$ cat config.mk
export PLATFORM = sky130hd
export DESIGN_NAME = xor_grid_pattern_generator_flat
export DESIGN_NICKNAME = d
export VERILOG_FILES = /design/src/design/xgp_pkg.sv /design/src/design/xgp_in_if.sv /design/src/design/xgp_out_if.sv /design/src/design/xgp_cfg_if.sv /design/src/design/xgp_cfg_regs.sv /design/src/design/xgp_pipe.sv /design/src/design/xor_grid_pattern_generator.sv /design/src/flat_wrapper.sv
export SDC_FILE = /design/constraint.sdc
export NUM_CORES = 2
export LEC_CHECK = 0
export BUFFER_PORTS_ARGS = -buffer_cell sky130_fd_sc_hd__buf_2
export CELL_PAD_IN_SITES_DETAIL_PLACEMENT = 1
export CELL_PAD_IN_SITES_GLOBAL_PLACEMENT = 1
export CORE_AREA = 8 8 297 241
export DETAILED_ROUTE_END_ITERATION = 10
export DIE_AREA = 0 0 305 249
export GPL_TIMING_DRIVEN = 0
export PLACE_DENSITY_LB_ADDON = 0.2
export SLEW_MARGIN = 0
export SYNTH_ARGS = -nofsm -noshare
export SYNTH_HDL_FRONTEND = slang
export SYNTH_SLANG_ARGS = --single-unit
$ cat constraint.sdc
create_clock -name clk -period 8.2 [get_ports clk]
set_clock_uncertainty 0.15 [all_clocks]
set_input_delay 1.64 -clock clk [delete_from_list [all_inputs] [get_ports clk]]
set_output_delay 1.64 -clock clk [all_outputs]
set_load 0.03 [all_outputs]
$ cat src/design/xgp_pkg.sv
// Shared types, constants and tables for the XOR grid pattern generator
package xgp_pkg;

  localparam int MIN_GRID_SIZE = 2;
  localparam int MAX_GRID_SIZE = 64;

  localparam int FRAC_W    = 16;
  localparam int COORD_W   = 32;
  localparam int TIME_W    = 32;
  localparam int INTENS_W  = 16;
  localparam int GRID_W    = 8;
  localparam int SPEED_W   = 16;
  localparam int CELL_W    = 8;
  localparam int PHASE_SH  = 6;
  localparam int PROD_LO_W = PHASE_SH + INTENS_W;
  localparam int DIV_W     = $clog2(MAX_GRID_SIZE);
  localparam int REM_W     = DIV_W + 1;

  // ramp numerator xr * 65535 stays below 2^NUM_W
  localparam int NUM_W       = CELL_W + FRAC_W;
  localparam int RECIP_SHIFT = NUM_W;
  localparam int KMUL_W      = RECIP_SHIFT + 1 + FRAC_W;
  localparam int QPROD_W     = CELL_W + KMUL_W;

  localparam int CFG_IDX_W  = 2;
  localparam int CFG_DATA_W = 16;

  localparam logic [CFG_IDX_W-1:0] REG_GRID_SIZE  = CFG_IDX_W'(0);
  localparam logic [CFG_IDX_W-1:0] REG_ANIM_SPEED = CFG_IDX_W'(1);

  localparam logic [GRID_W-1:0] GRID_RESET = GRID_W'(8);

  typedef logic [2**DIV_W-1:0][KMUL_W-1:0] kmul_tab_t;

  // floor(2^RECIP_SHIFT / d) by restoring long division
  function automatic logic [KMUL_W-1:0] recip_of(logic [DIV_W-1:0] d);
    logic [KMUL_W-1:0] q;
    logic [KMUL_W-1:0] r;
    q = '0;
    r = '0;
    for (int b = RECIP_SHIFT; b >= 0; b--) begin
      r = {r[KMUL_W-2:0], 1'(b == RECIP_SHIFT)};
      q = {q[KMUL_W-2:0], 1'b0};
      if (r >= KMUL_W'(d)) begin
        r    = r - KMUL_W'(d);
        q[0] = 1'b1;
      end
    end
    return q;
  endfunction

  // Reciprocal of the divisor pre-multiplied by 65535, one entry per divisor
  function automatic kmul_tab_t build_kmul_tab();
    kmul_tab_t t;
    logic [KMUL_W-1:0] m;
    t = '0;
    for (int i = 1; i < 2**DIV_W; i++) begin
      m    = recip_of(DIV_W'(i));
      t[i] = (m << FRAC_W) - m;
    end
    return t;
  endfunction

  localparam kmul_tab_t KMUL_TAB = build_kmul_tab();

  typedef struct packed {
    logic [GRID_W-1:0]  grid;
    logic [DIV_W-1:0]   div;
    logic [KMUL_W-1:0]  kmul;
    logic [SPEED_W-1:0] speed;
  } cfg_t;

endpackage

$ cat src/design/xgp_in_if.sv
// Input channel: pixel and frame transactions
interface xgp_in_if;
  logic                                  valid;
  logic                                  ready;
  logic                                  func;
  logic signed [xgp_pkg::COORD_W-1:0]    u_coord;
  logic signed [xgp_pkg::COORD_W-1:0]    v_coord;
  logic        [xgp_pkg::TIME_W-1:0]     elapsed_ms;

  modport source(output valid, func, u_coord, v_coord, elapsed_ms, input ready);
  modport sink(input valid, func, u_coord, v_coord, elapsed_ms, output ready);
endinterface

$ cat src/design/xgp_out_if.sv
// Result channel: pixel intensity
interface xgp_out_if;
  logic                            valid;
  logic                            ready;
  logic [xgp_pkg::INTENS_W-1:0]    intensity;

  modport source(output valid, intensity, input ready);
  modport sink(input valid, intensity, output ready);
endinterface

$ cat src/design/xgp_cfg_if.sv
// Configuration write channel
interface xgp_cfg_if;
  logic                              valid;
  logic                              ready;
  logic [xgp_pkg::CFG_IDX_W-1:0]     reg_index;
  logic [xgp_pkg::CFG_DATA_W-1:0]    data;

  modport source(output valid, reg_index, data, input ready);
  modport sink(input valid, reg_index, data, output ready);
endinterface

$ cat src/design/xgp_cfg_regs.sv
// Configuration registers with grid clamp and divisor reciprocal lookup
module xgp_cfg_regs (
  input  logic          clk,
  input  logic          rst_n,
  xgp_cfg_if.sink       cfg_ch,
  output xgp_pkg::cfg_t cfg_o
);

  logic [xgp_pkg::GRID_W-1:0]  grid_r, grid_nxt;
  logic [xgp_pkg::DIV_W-1:0]   div_r, div_nxt;
  logic [xgp_pkg::KMUL_W-1:0]  kmul_r;
  logic [xgp_pkg::SPEED_W-1:0] speed_r;
  logic [xgp_pkg::GRID_W-1:0]  wr_grid;
  logic                        wr_en;

  assign cfg_ch.ready = 1'b1;
  assign wr_en   = cfg_ch.valid && cfg_ch.ready;
  assign wr_grid = cfg_ch.data[xgp_pkg::GRID_W-1:0];

  always_comb begin
    if (wr_grid < xgp_pkg::GRID_W'(xgp_pkg::MIN_GRID_SIZE)) begin
      grid_nxt = xgp_pkg::GRID_W'(xgp_pkg::MIN_GRID_SIZE);
    end else if (wr_grid > xgp_pkg::GRID_W'(xgp_pkg::MAX_GRID_SIZE)) begin
      grid_nxt = xgp_pkg::GRID_W'(xgp_pkg::MAX_GRID_SIZE);
    end else begin
      grid_nxt = wr_grid;
    end
    div_nxt = xgp_pkg::DIV_W'(grid_nxt - xgp_pkg::GRID_W'(1));
  end

  always_ff @(posedge clk) begin
    if (!rst_n) begin
      grid_r  <= xgp_pkg::GRID_RESET;
      div_r   <= xgp_pkg::DIV_W'(xgp_pkg::GRID_RESET - xgp_pkg::GRID_W'(1));
      kmul_r  <= xgp_pkg::KMUL_TAB[xgp_pkg::DIV_W'(xgp_pkg::GRID_RESET - xgp_pkg::GRID_W'(1))];
      speed_r <= '0;
    end else if (wr_en) begin
      unique case (cfg_ch.reg_index)
        xgp_pkg::REG_GRID_SIZE: begin
          grid_r <= grid_nxt;
          div_r  <= div_nxt;
          kmul_r <= xgp_pkg::KMUL_TAB[div_nxt];
        end
        xgp_pkg::REG_ANIM_SPEED: begin
          speed_r <= cfg_ch.data[xgp_pkg::SPEED_W-1:0];
        end
        default: ;
      endcase
    end
  end

  assign cfg_o.grid  = grid_r;
  assign cfg_o.div   = div_r;
  assign cfg_o.kmul  = kmul_r;
  assign cfg_o.speed = speed_r;

endmodule

$ cat src/design/xgp_pipe.sv
// Four-stage datapath: cell index, reciprocal quotient, remainder, phase add
module xgp_pipe (
  input  logic          clk,
  input  logic          rst_n,
  input  xgp_pkg::cfg_t cfg,
  xgp_in_if.sink        in_ch,
  xgp_out_if.source     out_ch
);

  logic enable;

  // stage 1
  logic                             v1_r, f1_r;
  logic [xgp_pkg::CELL_W-1:0]       xr1_r;
  logic [xgp_pkg::INTENS_W-1:0]     ph1_r;
  // stage 2
  logic                             v2_r, f2_r;
  logic [xgp_pkg::NUM_W-1:0]        n2_r;
  logic [xgp_pkg::NUM_W-1:0]        qe2_r;
  logic [xgp_pkg::INTENS_W-1:0]     ph2_r;
  // stage 3
  logic                             v3_r, f3_r;
  logic [xgp_pkg::INTENS_W-1:0]     q3_r;
  logic [xgp_pkg::REM_W-1:0]        r3_r;
  logic [xgp_pkg::INTENS_W-1:0]     ph3_r;
  // output stage
  logic                             out_valid_r;
  logic [xgp_pkg::INTENS_W-1:0]     out_int_r;
  logic [xgp_pkg::INTENS_W-1:0]     phase_r;

  logic [xgp_pkg::FRAC_W+xgp_pkg::GRID_W-1:0] prod_u, prod_v;
  logic [xgp_pkg::PROD_LO_W-1:0]              prod_t;
  logic [xgp_pkg::QPROD_W-1:0]                prod_q;
  logic [xgp_pkg::NUM_W-1:0]                  qd, rem;
  logic                                       corr;
  logic [xgp_pkg::INTENS_W-1:0]               ramp;

  assign enable      = !out_valid_r || out_ch.ready;
  assign in_ch.ready = enable;

  always_comb begin
    prod_u = (xgp_pkg::FRAC_W+xgp_pkg::GRID_W)'(in_ch.u_coord[xgp_pkg::FRAC_W-1:0])
           * (xgp_pkg::FRAC_W+xgp_pkg::GRID_W)'(cfg.grid);
    prod_v = (xgp_pkg::FRAC_W+xgp_pkg::GRID_W)'(in_ch.v_coord[xgp_pkg::FRAC_W-1:0])
           * (xgp_pkg::FRAC_W+xgp_pkg::GRID_W)'(cfg.grid);
    // only the low bits of elapsed * speed reach the phase field
    prod_t = in_ch.elapsed_ms[xgp_pkg::PROD_LO_W-1:0]
           * xgp_pkg::PROD_LO_W'(cfg.speed);
    prod_q = xgp_pkg::QPROD_W'(xr1_r) * xgp_pkg::QPROD_W'(cfg.kmul);
    qd     = qe2_r * xgp_pkg::NUM_W'(cfg.div);
    rem    = n2_r - qd;
    // estimate is at most one short
    corr   = r3_r >= xgp_pkg::REM_W'(cfg.div);
    ramp   = q3_r + xgp_pkg::INTENS_W'(corr);
  end

  always_ff @(posedge clk) begin
    if (!rst_n) begin
      v1_r        <= 1'b0;
      v2_r        <= 1'b0;
      v3_r        <= 1'b0;
      out_valid_r <= 1'b0;
      phase_r     <= '0;
    end else if (enable) begin
      v1_r        <= in_ch.valid;
      v2_r        <= v1_r;
      v3_r        <= v2_r;
      out_valid_r <= v3_r && !f3_r;
      if (v3_r && f3_r) begin
        phase_r <= ph3_r;
      end
    end
  end

  always_ff @(posedge clk) begin
    if (enable) begin
      f1_r  <= in_ch.func;
      xr1_r <= prod_u[xgp_pkg::FRAC_W +: xgp_pkg::CELL_W]
             ^ prod_v[xgp_pkg::FRAC_W +: xgp_pkg::CELL_W];
      ph1_r <= prod_t[xgp_pkg::PHASE_SH +: xgp_pkg::INTENS_W];

      f2_r  <= f1_r;
      n2_r  <= {xr1_r, xgp_pkg::FRAC_W'(0)} - xgp_pkg::NUM_W'(xr1_r);
      qe2_r <= prod_q[xgp_pkg::RECIP_SHIFT +: xgp_pkg::NUM_W];
      ph2_r <= ph1_r;

      f3_r  <= f2_r;
      q3_r  <= qe2_r[xgp_pkg::INTENS_W-1:0];
      r3_r  <= rem[xgp_pkg::REM_W-1:0];
      ph3_r <= ph2_r;

      out_int_r <= ramp + phase_r;
    end
  end

  assign out_ch.valid     = out_valid_r;
  assign out_ch.intensity = out_int_r;

endmodule

$ cat src/design/xor_grid_pattern_generator.sv
// XOR grid pattern generator top level.
// A pixel transaction passes through the stage 1, stage 2, stage 3 and output registers
// before it is presented on out_ch.
// Throughput: one transaction per cycle while out_ch is not stalled, set by the four-stage datapath; frame
// transactions pass through the same stages and update the phase without a result.
// Reset: synchronous on rst_n low; clears stage valids and phase, grid_size to 8,
// anim_speed to 0.
module xor_grid_pattern_generator (
  input  logic       clk,
  input  logic       rst_n,
  xgp_in_if.sink     in_ch,
  xgp_out_if.source  out_ch,
  xgp_cfg_if.sink    cfg_ch
);

  xgp_pkg::cfg_t cfg;

  xgp_cfg_regs u_cfg_regs (
    .clk    (clk),
    .rst_n  (rst_n),
    .cfg_ch (cfg_ch),
    .cfg_o  (cfg)
  );

  xgp_pipe u_pipe (
    .clk    (clk),
    .rst_n  (rst_n),
    .cfg    (cfg),
    .in_ch  (in_ch),
    .out_ch (out_ch)
  );

  a_grid_range: assert property (@(posedge clk) disable iff (!rst_n)
    cfg.grid >= xgp_pkg::GRID_W'(xgp_pkg::MIN_GRID_SIZE)
    && cfg.grid <= xgp_pkg::GRID_W'(xgp_pkg::MAX_GRID_SIZE))
    else $error("grid size outside clamp range");

  a_div_match: assert property (@(posedge clk) disable iff (!rst_n)
    xgp_pkg::GRID_W'(cfg.div) == cfg.grid - xgp_pkg::GRID_W'(1))
    else $error("divisor out of step with grid size");

  a_stall_backs_up: assert property (@(posedge clk) disable iff (!rst_n)
    out_ch.valid && !out_ch.ready |-> !in_ch.ready)
    else $error("input taken while result stalled");

endmodule

$ cat src/flat_wrapper.sv
// flat-port wrapper written by rule: the top's interface ports become plain ports
module xor_grid_pattern_generator_flat 
  (clk, rst_n, in_ch_valid, in_ch_func, in_ch_u_coord, in_ch_v_coord, in_ch_elapsed_ms, in_ch_ready, out_ch_valid, out_ch_intensity, out_ch_ready, cfg_ch_valid, cfg_ch_reg_index, cfg_ch_data, cfg_ch_ready);
  xgp_in_if in_ch_i ();
  xgp_out_if out_ch_i ();
  xgp_cfg_if cfg_ch_i ();
  input  logic clk;
  input  logic rst_n;
  input wire logic [$bits(in_ch_i.valid)-1:0] in_ch_valid;
  input wire logic [$bits(in_ch_i.func)-1:0] in_ch_func;
  input wire logic [$bits(in_ch_i.u_coord)-1:0] in_ch_u_coord;
  input wire logic [$bits(in_ch_i.v_coord)-1:0] in_ch_v_coord;
  input wire logic [$bits(in_ch_i.elapsed_ms)-1:0] in_ch_elapsed_ms;
  output wire logic [$bits(in_ch_i.ready)-1:0] in_ch_ready;
  output wire logic [$bits(out_ch_i.valid)-1:0] out_ch_valid;
  output wire logic [$bits(out_ch_i.intensity)-1:0] out_ch_intensity;
  input wire logic [$bits(out_ch_i.ready)-1:0] out_ch_ready;
  input wire logic [$bits(cfg_ch_i.valid)-1:0] cfg_ch_valid;
  input wire logic [$bits(cfg_ch_i.reg_index)-1:0] cfg_ch_reg_index;
  input wire logic [$bits(cfg_ch_i.data)-1:0] cfg_ch_data;
  output wire logic [$bits(cfg_ch_i.ready)-1:0] cfg_ch_ready;
  assign in_ch_i.valid = in_ch_valid;
  assign in_ch_i.func = in_ch_func;
  assign in_ch_i.u_coord = in_ch_u_coord;
  assign in_ch_i.v_coord = in_ch_v_coord;
  assign in_ch_i.elapsed_ms = in_ch_elapsed_ms;
  assign in_ch_ready = in_ch_i.ready;
  assign out_ch_valid = out_ch_i.valid;
  assign out_ch_intensity = out_ch_i.intensity;
  assign out_ch_i.ready = out_ch_ready;
  assign cfg_ch_i.valid = cfg_ch_valid;
  assign cfg_ch_i.reg_index = cfg_ch_reg_index;
  assign cfg_ch_i.data = cfg_ch_data;
  assign cfg_ch_ready = cfg_ch_i.ready;
  xor_grid_pattern_generator u_core (.clk(clk), .rst_n(rst_n), .in_ch(in_ch_i), .out_ch(out_ch_i), .cfg_ch(cfg_ch_i));
endmodule
---- After elaboration in Yosys (flattened, before gate mapping) ----
Memory sizes are Yosys's and may differ from the RTL's. A register that Yosys moved wholly into a read port is not among the register bits.
Index checks and enable logic that the tools add are counted.
cells by class
  reduce and logical (&&, ||, !) cells .... 10
  $lt $le $gt $ge ......................... 3
  bitwise logic cells ..................... 1
  add/sub/neg operators ................... 5
  equal/unequal tests ..................... 1
  muxes and demuxes ....................... 2
  multipliers ............................. 5
operators by type and width
  kind                                                                              number
  16-bit by 8-bit multiplier with 24-bit output                                     2
  8-bit by 41-bit multiplier with 48-bit output                                     1
  24-bit by 6-bit multiplier with 7-bit output                                      1
  22-bit by 16-bit multiplier with 22-bit output                                    1
  16-bit by 1-bit adder with 16-bit output                                          1
  16-bit adder                                                                      1
  8-bit two-way mux                                                                 2
  8-bit by 7-bit greater-than comparator with 1-bit output (second input constant)  1
  8-bit by 2-bit less-than comparator with 1-bit output (second input constant)     1
  8-bit XOR                                                                         1
  7-bit by 6-bit >= comparator with 1-bit output                                    1
  1-bit by 7-bit subtractor with 7-bit output (first input constant)                1
  7-bit subtractor                                                                  1
  2-bit AND reduction                                                               3
  6-bit by 1-bit subtractor with 6-bit output (second input constant)               1
  1-bit logical NOT                                                                 3
  2-bit by 1-bit equality test with 1-bit output (second input constant)            1
  1-bit logical AND                                                                 2
  2-bit logical NOT                                                                 1
  1-bit logical OR                                                                  1
storage, ports and cells
  output and inout port bits .............. 19
  memories kept ........................... 1
  register bits after elaboration ......... 179
  ROM bits ................................ 2624
  input port bits ......................... 120
  word-level logic and storage cells ...... 48
memories
  memory            words  width  rd ports  clocked after memory_dff  write ports  RTL line            RTL
  (name not given)  64     41     1         1                         0            xgp_cfg_regs.sv:42  kmul_r <= xgp_pkg::KMUL_TAB[div_nxt];

---- Depth between registers and ports, before layout ----
  word-level depth ........................ 4
  mapped depth ............................ 21
  gate-level depth less buffers ........... 20

---- By module ----
Synthesis repeated with hierarchy kept, for this count alone.
second synthesis, totals
  cell total of the unflattened synthesis .. 3776
  area, all modules ....................... 33973.8 um^2
by module, submodules not included
  module        instances  cells each  area each (um^2)  seq. area each (um^2)
  xgp_pipe      1          2831        27472.6           4033.9
  xgp_cfg_regs  1          945         6501.2            1401.3

---- Worst setup path before layout ----
Ideal clock, no wire load.
  path kind ............................... in2out
  start point ............................. input port out_ch_ready
  end point ............................... output port in_ch_ready
  buffers on the path ..................... 1
  stages .................................. 2
  arrival time ............................ 5.432 ns
  setup slack ............................. 0.978 ns
  required time ........................... 6.410 ns
  path through ............................ nand2b_1 > clkbuf_1
on the way
  word-level cells in the longest chain between the ends .. 1
ends and longest elaborated chain
  element             RTL line            RTL
  start: declaration  flat_wrapper.sv:17  input wire logic [$bits(out_ch_i.ready)-1:0] out_ch_ready;
  1-bit logical OR    xgp_pipe.sv:38      assign enable = !out_valid_r || out_ch.ready;
  end: declaration    flat_wrapper.sv:14  output wire logic [$bits(in_ch_i.ready)-1:0] in_ch_ready;
No other way between the ends.

---- Worst setup path after layout ----
  start point ............................. input port cfg_ch_data[4]
  end point ............................... register u_core.u_cfg_regs.kmul_r[22] in the netlist's numbering
on the way
  word-level cells in the longest chain between the ends .. 4
  elaborated cells on any way between the ends .. 5
  classes of those cells .................. add/sub: 1; order compare: 2; mux: 2
ends and longest elaborated chain
  element                                                   RTL line            RTL
  start: declaration                                        flat_wrapper.sv:20  input wire logic [$bits(cfg_ch_i.data)-1:0] cfg_ch_data;
  8-bit by 7-bit greater-than comparator with 1-bit output  xgp_cfg_regs.sv:23  end else if (wr_grid > xgp_pkg::GRID_W'(xgp_pkg::MAX_GRID_SIZE)) begin
  8-bit two-way mux                                         xgp_cfg_regs.sv:23
  8-bit two-way mux *                                       xgp_cfg_regs.sv:21  if (wr_grid < xgp_pkg::GRID_W'(xgp_pkg::MIN_GRID_SIZE)) begin
  6-bit by 1-bit subtractor with 6-bit output *             xgp_cfg_regs.sv:28  div_nxt = xgp_pkg::DIV_W'(grid_nxt - xgp_pkg::GRID_W'(1));
  via u_core.u_cfg_regs.div_nxt, one bit                    xgp_cfg_regs.sv:10  logic [xgp_pkg::DIV_W-1:0] div_r, div_nxt;
  end: declaration                                          xgp_cfg_regs.sv:11  logic [xgp_pkg::KMUL_W-1:0] kmul_r;
Mark *: on every way through the listed nets, which the timed path passes. The rest lies on a longest branch.
A chain may end at the register's enable or synchronous reset.

==> impl_table.tex <==
\begin{tabular}{lr}
\hline
Metric & Value \\
\hline
\multicolumn{2}{l}{\textbf{Placement}} \\
Total instance count after detailed placement & $\sim$4600 \\
Count of buffers inserted at the top-level ports & 87 \\
Final HPWL DP & $\sim$100000 um \\
Pre-CTS setup slack & -1.05 ns \\
GPL Wtd Cong & $\sim$1.0 \\
\multicolumn{2}{l}{\textbf{Yosys}} \\
Post-synth ARST share & 0\% \\
Part of the Yosys area used for sequential elements & roughly 16\% \\
Count of flip-flops with a built-in enable after synthesis & $\sim$120 \\
Count of yosys warnings during synthesis & 0 \\
Post-Synthesis Cells & 3668 \\
Post-Synthesis Net Count & between 4000 and 5000 \\
Avg Inst Size Synth & between 8 and 9 um2 \\
Post-Synthesis Cell Area & between 30000 and 40000 um2 \\
Distinct cells, synth & 77 \\
Dominant register cell in the synthesized netlist & edfxtp\_1 \\
Total of flip-flops plus latches after synthesis & between 200 and 250 \\
\multicolumn{2}{l}{\textbf{Routing}} \\
Post-detailed-route wirelength per cell & 26.9 um \\
Number of detailed-routing iterations run before antenna repair & 5 \\
Detailed-route wire length & roughly 130000 um \\
DRT iter0 DRCs & 2250 \\
Via density per instance & roughly 6 \\
Vias & approximately 28000 \\
DRC & 0 \\
Antenna Violating Nets Remaining & 0 \\
\multicolumn{2}{l}{\textbf{Layout}} \\
Share of layout cells above drive strength 1 & about 4.5\% \\
Most frequent standard cell in the layout excluding fill and tap cells & inv\_1 \\
Commonest non-fill, non-tap cells in the layout & 575 x inv\_1, 545 x fa\_1, 511 x nand2\_1 \\
\# fillers & between 7000 and 8000 \\
Layout net count & between 4000 and 5000 \\
Layout overhead on the synthesized area & 7.30\% \\
Final std cells w/o fill & 4671 \\
\multicolumn{2}{l}{\textbf{Clocking}} \\
TritonCTS Sinks & $\sim$210 \\
CTS clock-pin slew for the worst setup and hold paths & about 0.070 ns \\
Number of H-tree levels & 1 \\
Worst-Skew Late Latency & a little under 0.6 ns \\
Number of buffers inserted by post-CTS setup repair & 0 \\
Clock tree root buffer cell & clkbuf\_16 \\
Cts-stage hold buffer count & 0 \\
Number of buffers added by the clock tree synthesis step & 23 \\
Buffer depth of the longest clock path & 3 \\
TritonCTS clock tree & built \\
\multicolumn{2}{l}{\textbf{Floorplanning}} \\
Standard-cell rows & 85 \\
Core area & $\sim$67000 um2 \\
Die height & around 250 um \\
Floorplan die width & about 310 um \\
Starting density of the core & 49.5\% \\
Die ar. & about 76000 um2 \\
Ports & 139 \\
\multicolumn{2}{l}{\textbf{STA}} \\
Minimum period implied by the final worst setup slack & about 7.9 ns \\
Pin slew with the least headroom to its limit & approximately 1.3 ns \\
Final critical-path setup slack & between 0.2 and 0.3 ns \\
Number of hold violations in the final report & 0 \\
Post-route fraction of the period consumed by the critical path & 96.5\% \\
Max\_slew headroom & under 10\% \\
Highest achievable clock rate & about 0.13 GHz \\
Setup violations, final & 0 \\
Unrepaired setup endpoints after global routing & false \\
Final Max Tran Viols & 0 \\
Final Hold Slack & around 0.24 ns \\
\multicolumn{2}{l}{\textbf{Setup path}} \\
Arr. time, crit path & 8.23 ns \\
Max Fanout on Critical Path & 13 \\
Cell with the largest stage delay on the worst path & o21ai\_0 \\
Critical path buffers and inverters & 8 \\
Cell type with the highest occurrence count on the critical path & clkbuf\_1 \\
Crit path capture type & flop \\
RR Startpoint & u\_core.u\_cfg\_regs.speed\_r[1]\$\_SDFFE\_PN0P\_ \\
Critical Path Start Type & input port \\
Slack of the worst reg-to-reg path & 0.82 ns \\
Start-to-end type of the worst setup path & in -> reg \\
Capturing point of the worst reg2reg path & u\_core.u\_pipe.ph1\_r[15]\$\_DFFE\_PP\_ \\
Series of cell instances along the critical path & clkbuf\_1 -> or2\_2 -> o311a\_1 -> clkinv\_1 -> clkbuf\_2 -> ha\_1 -> clkbuf\_2 -> inv\_1 -> ha\_1 -> clkbuf\_1 -> clkbuf\_1 -> clkbuf\_1 -> o211ai\_1 -> o311a\_1 -> o21ai\_0 -> nand3\_1 -> a21boi\_0 \\
Crit path largest cell delay & roughly 0.87 ns \\
Reg2Reg Depth & 20 \\
Required time of the critical path & $\sim$8.5 ns \\
Kind of cell adding the most delay to the critical path & buffers and inverters \\
\multicolumn{2}{l}{\textbf{Job}} \\
Number of violations of the max-capacitance limit & 0 \\
\multicolumn{2}{l}{\textbf{Global route}} \\
First-pass GRT wire length & 191000 um \\
Largest net degree at the start of global routing & 69 \\
Number of antenna violations at the first check in global routing & 11 \\
Number of global-route vias before repair & 30600 \\
Remaining global-route overflow & 0 \\
Overall track demand over capacity in global routing & 32.8\% \\
\multicolumn{2}{l}{\textbf{Power}} \\
Leak & around 16 nW \\
PwrDens & between 150 and 200 nW/um2 \\
Sw frac & about 45\% \\
Power Internal & a little under 4 mW \\
Comb pwr share & between 50\% and 60\% \\
Maximum vdd drop & around 0.22 mV \\
Sequential power share & about a quarter \\
Post-route total power & between 7 and 8 mW \\
NetSw & roughly 3.1 mW \\
Power share of the clock group & between 15 and 20\% \\
\multicolumn{2}{l}{\textbf{Hold path}} \\
Terminating pin of the worst hold path & u\_core.u\_pipe.q3\_r[15]\$\_DFFE\_PP\_ \\
Worst hold path stage count & 0 \\
Startpoint of the lowest-slack hold path & u\_core.u\_pipe.qe2\_r[15]\$\_DFFE\_PP\_ \\
Hold WC Path Type & reg -> reg \\
\multicolumn{2}{l}{\textbf{Run status}} \\
Outcome & completed \\
\hline
\end{tabular}
-- sequential cells by signal, indices dropped and copies added (netlist names), 6 cells and up --
signal	count
u_core.u_cfg_regs.div_r	6
u_core.u_cfg_regs.grid_r	8
u_core.u_cfg_regs.kmul_r	40
u_core.u_cfg_regs.speed_r	16
u_core.u_pipe.n2_r	7
u_core.u_pipe.out_ch.intensity	16
u_core.u_pipe.ph1_r	16
u_core.u_pipe.ph2_r	16
u_core.u_pipe.ph3_r	16
u_core.u_pipe.phase_r	16
u_core.u_pipe.q3_r	16
u_core.u_pipe.qe2_r	16
u_core.u_pipe.r3_r	7
u_core.u_pipe.xr1_r	8
-- worst max-delay path by stage --
stage	from	end	slack [ns]	cells past startpoint
floorplan	out_ch_ready	in_ch_ready	0.98	2
CTS	cfg_ch_data[4]	u_core.u_cfg_regs.kmul_r[30]$_SDFFE_PN0P_	0.11	16
global placement	cfg_ch_data[4]	u_core.u_cfg_regs.kmul_r[4]$_SDFFE_PN1P_	-1.08	15
finish	cfg_ch_data[4]	u_core.u_cfg_regs.kmul_r[22]$_SDFFE_PN0P_	0.29	17
detailed placement	cfg_ch_data[4]	u_core.u_cfg_regs.kmul_r[18]$_SDFFE_PN1P_	-1.05	20
global route	cfg_ch_data[4]	u_core.u_cfg_regs.kmul_r[33]$_SDFFE_PN0P_	0.30	16
-- power groups by stage --
stage,Sequential (mW),Clock [mW],Combinational (mW)
2_1_floorplan,1.74,0,2.76
3_3_place_gp,1.73,0,3.83
3_5_place_dp,1.75,0,4.05
4_1_cts,1.74,1.18,4.12
5_1_grt,1.76,1.21,4.60
6_report,1.73,1.16,4.12
-- cell families (layout without fill, tap and decap cells) --
group / count (synthesis) / after routing / share of synthesized area, %
AND/OR/NAND/NOR: 1269 / 1269 / 19.2
other: 1 / 3 / 0.0114
flip-flops: 211 / 211 / 16.5
AO/OA/AOI/OAI: 508 / 508 / 10.1
XOR/XNOR: 129 / 129 / 3.42
adder cells (fa/ha/maj): 775 / 775 / 41.8
buffers and inverters: 766 / 897 / 8.79
multiplexers: 9 / 9 / 0.281
-- area by class of cell --
class	instances	area (um2)	area share (%)
antenna	2	5.00	0.0141
inverter	577	2170	6.12
multi-input combinational	2691	24700	69.7
tap	870	1090	3.07
buffer	189	752	2.12
clock buffer	26	587	1.66
timing repair buffer	89	473	1.34
clock inverter	16	230	0.650
sequential	211	5440	15.4
-- routing by layer --
layer  global-route usage [%]  up-vias  wire length, um
met5                        0        -               54
met2                     49.7     1138            54100
met1                     47.0    14300            56700
met4                     7.57        8             3070
li1                         -    11800                -
met3                     8.16      240            11400
-- cells in the mapped netlist, drive strengths merged, types with 28 or more instances --
| cell type | instances | area [um2] |
|---|---|---|
| fa | 545 | 10900 |
| dfxtp | 90 | 1800 |
| and2 | 473 | 2960 |
| clkbuf | 167 | 627 |
| ha | 230 | 2880 |
| o21ai | 120 | 601 |
| nand2 | 511 | 1920 |
| a21boi | 43 | 323 |
| nor3 | 38 | 190 |
| xor2 | 28 | 245 |
| nor2 | 118 | 443 |
| xnor2 | 101 | 885 |
| edfxtp | 121 | 3630 |
| inv | 575 | 2160 |
| a21oi | 130 | 651 |
| nand3 | 37 | 185 |
-- through the flow --
stage / utilization, % / instance area (um2) / TNS [ns]
6_report: 53.1 / 35400 / 0
5_1_grt: 53.1 / 35400 / 0
2_1_floorplan: - / 33000 / 0
3_5_place_dp: 51.8 / 34600 / -12.10
4_1_cts: 53.1 / 35400 / 0
3_3_place_gp: 51.8 / 34500 / -24.59
-- repair_timing --
action	CTS	global route
cloned	0	0
endpoints found under the setup margin	9	13
resized for setup	3	9
Note: power is estimated with default switching activity, not from simulation.
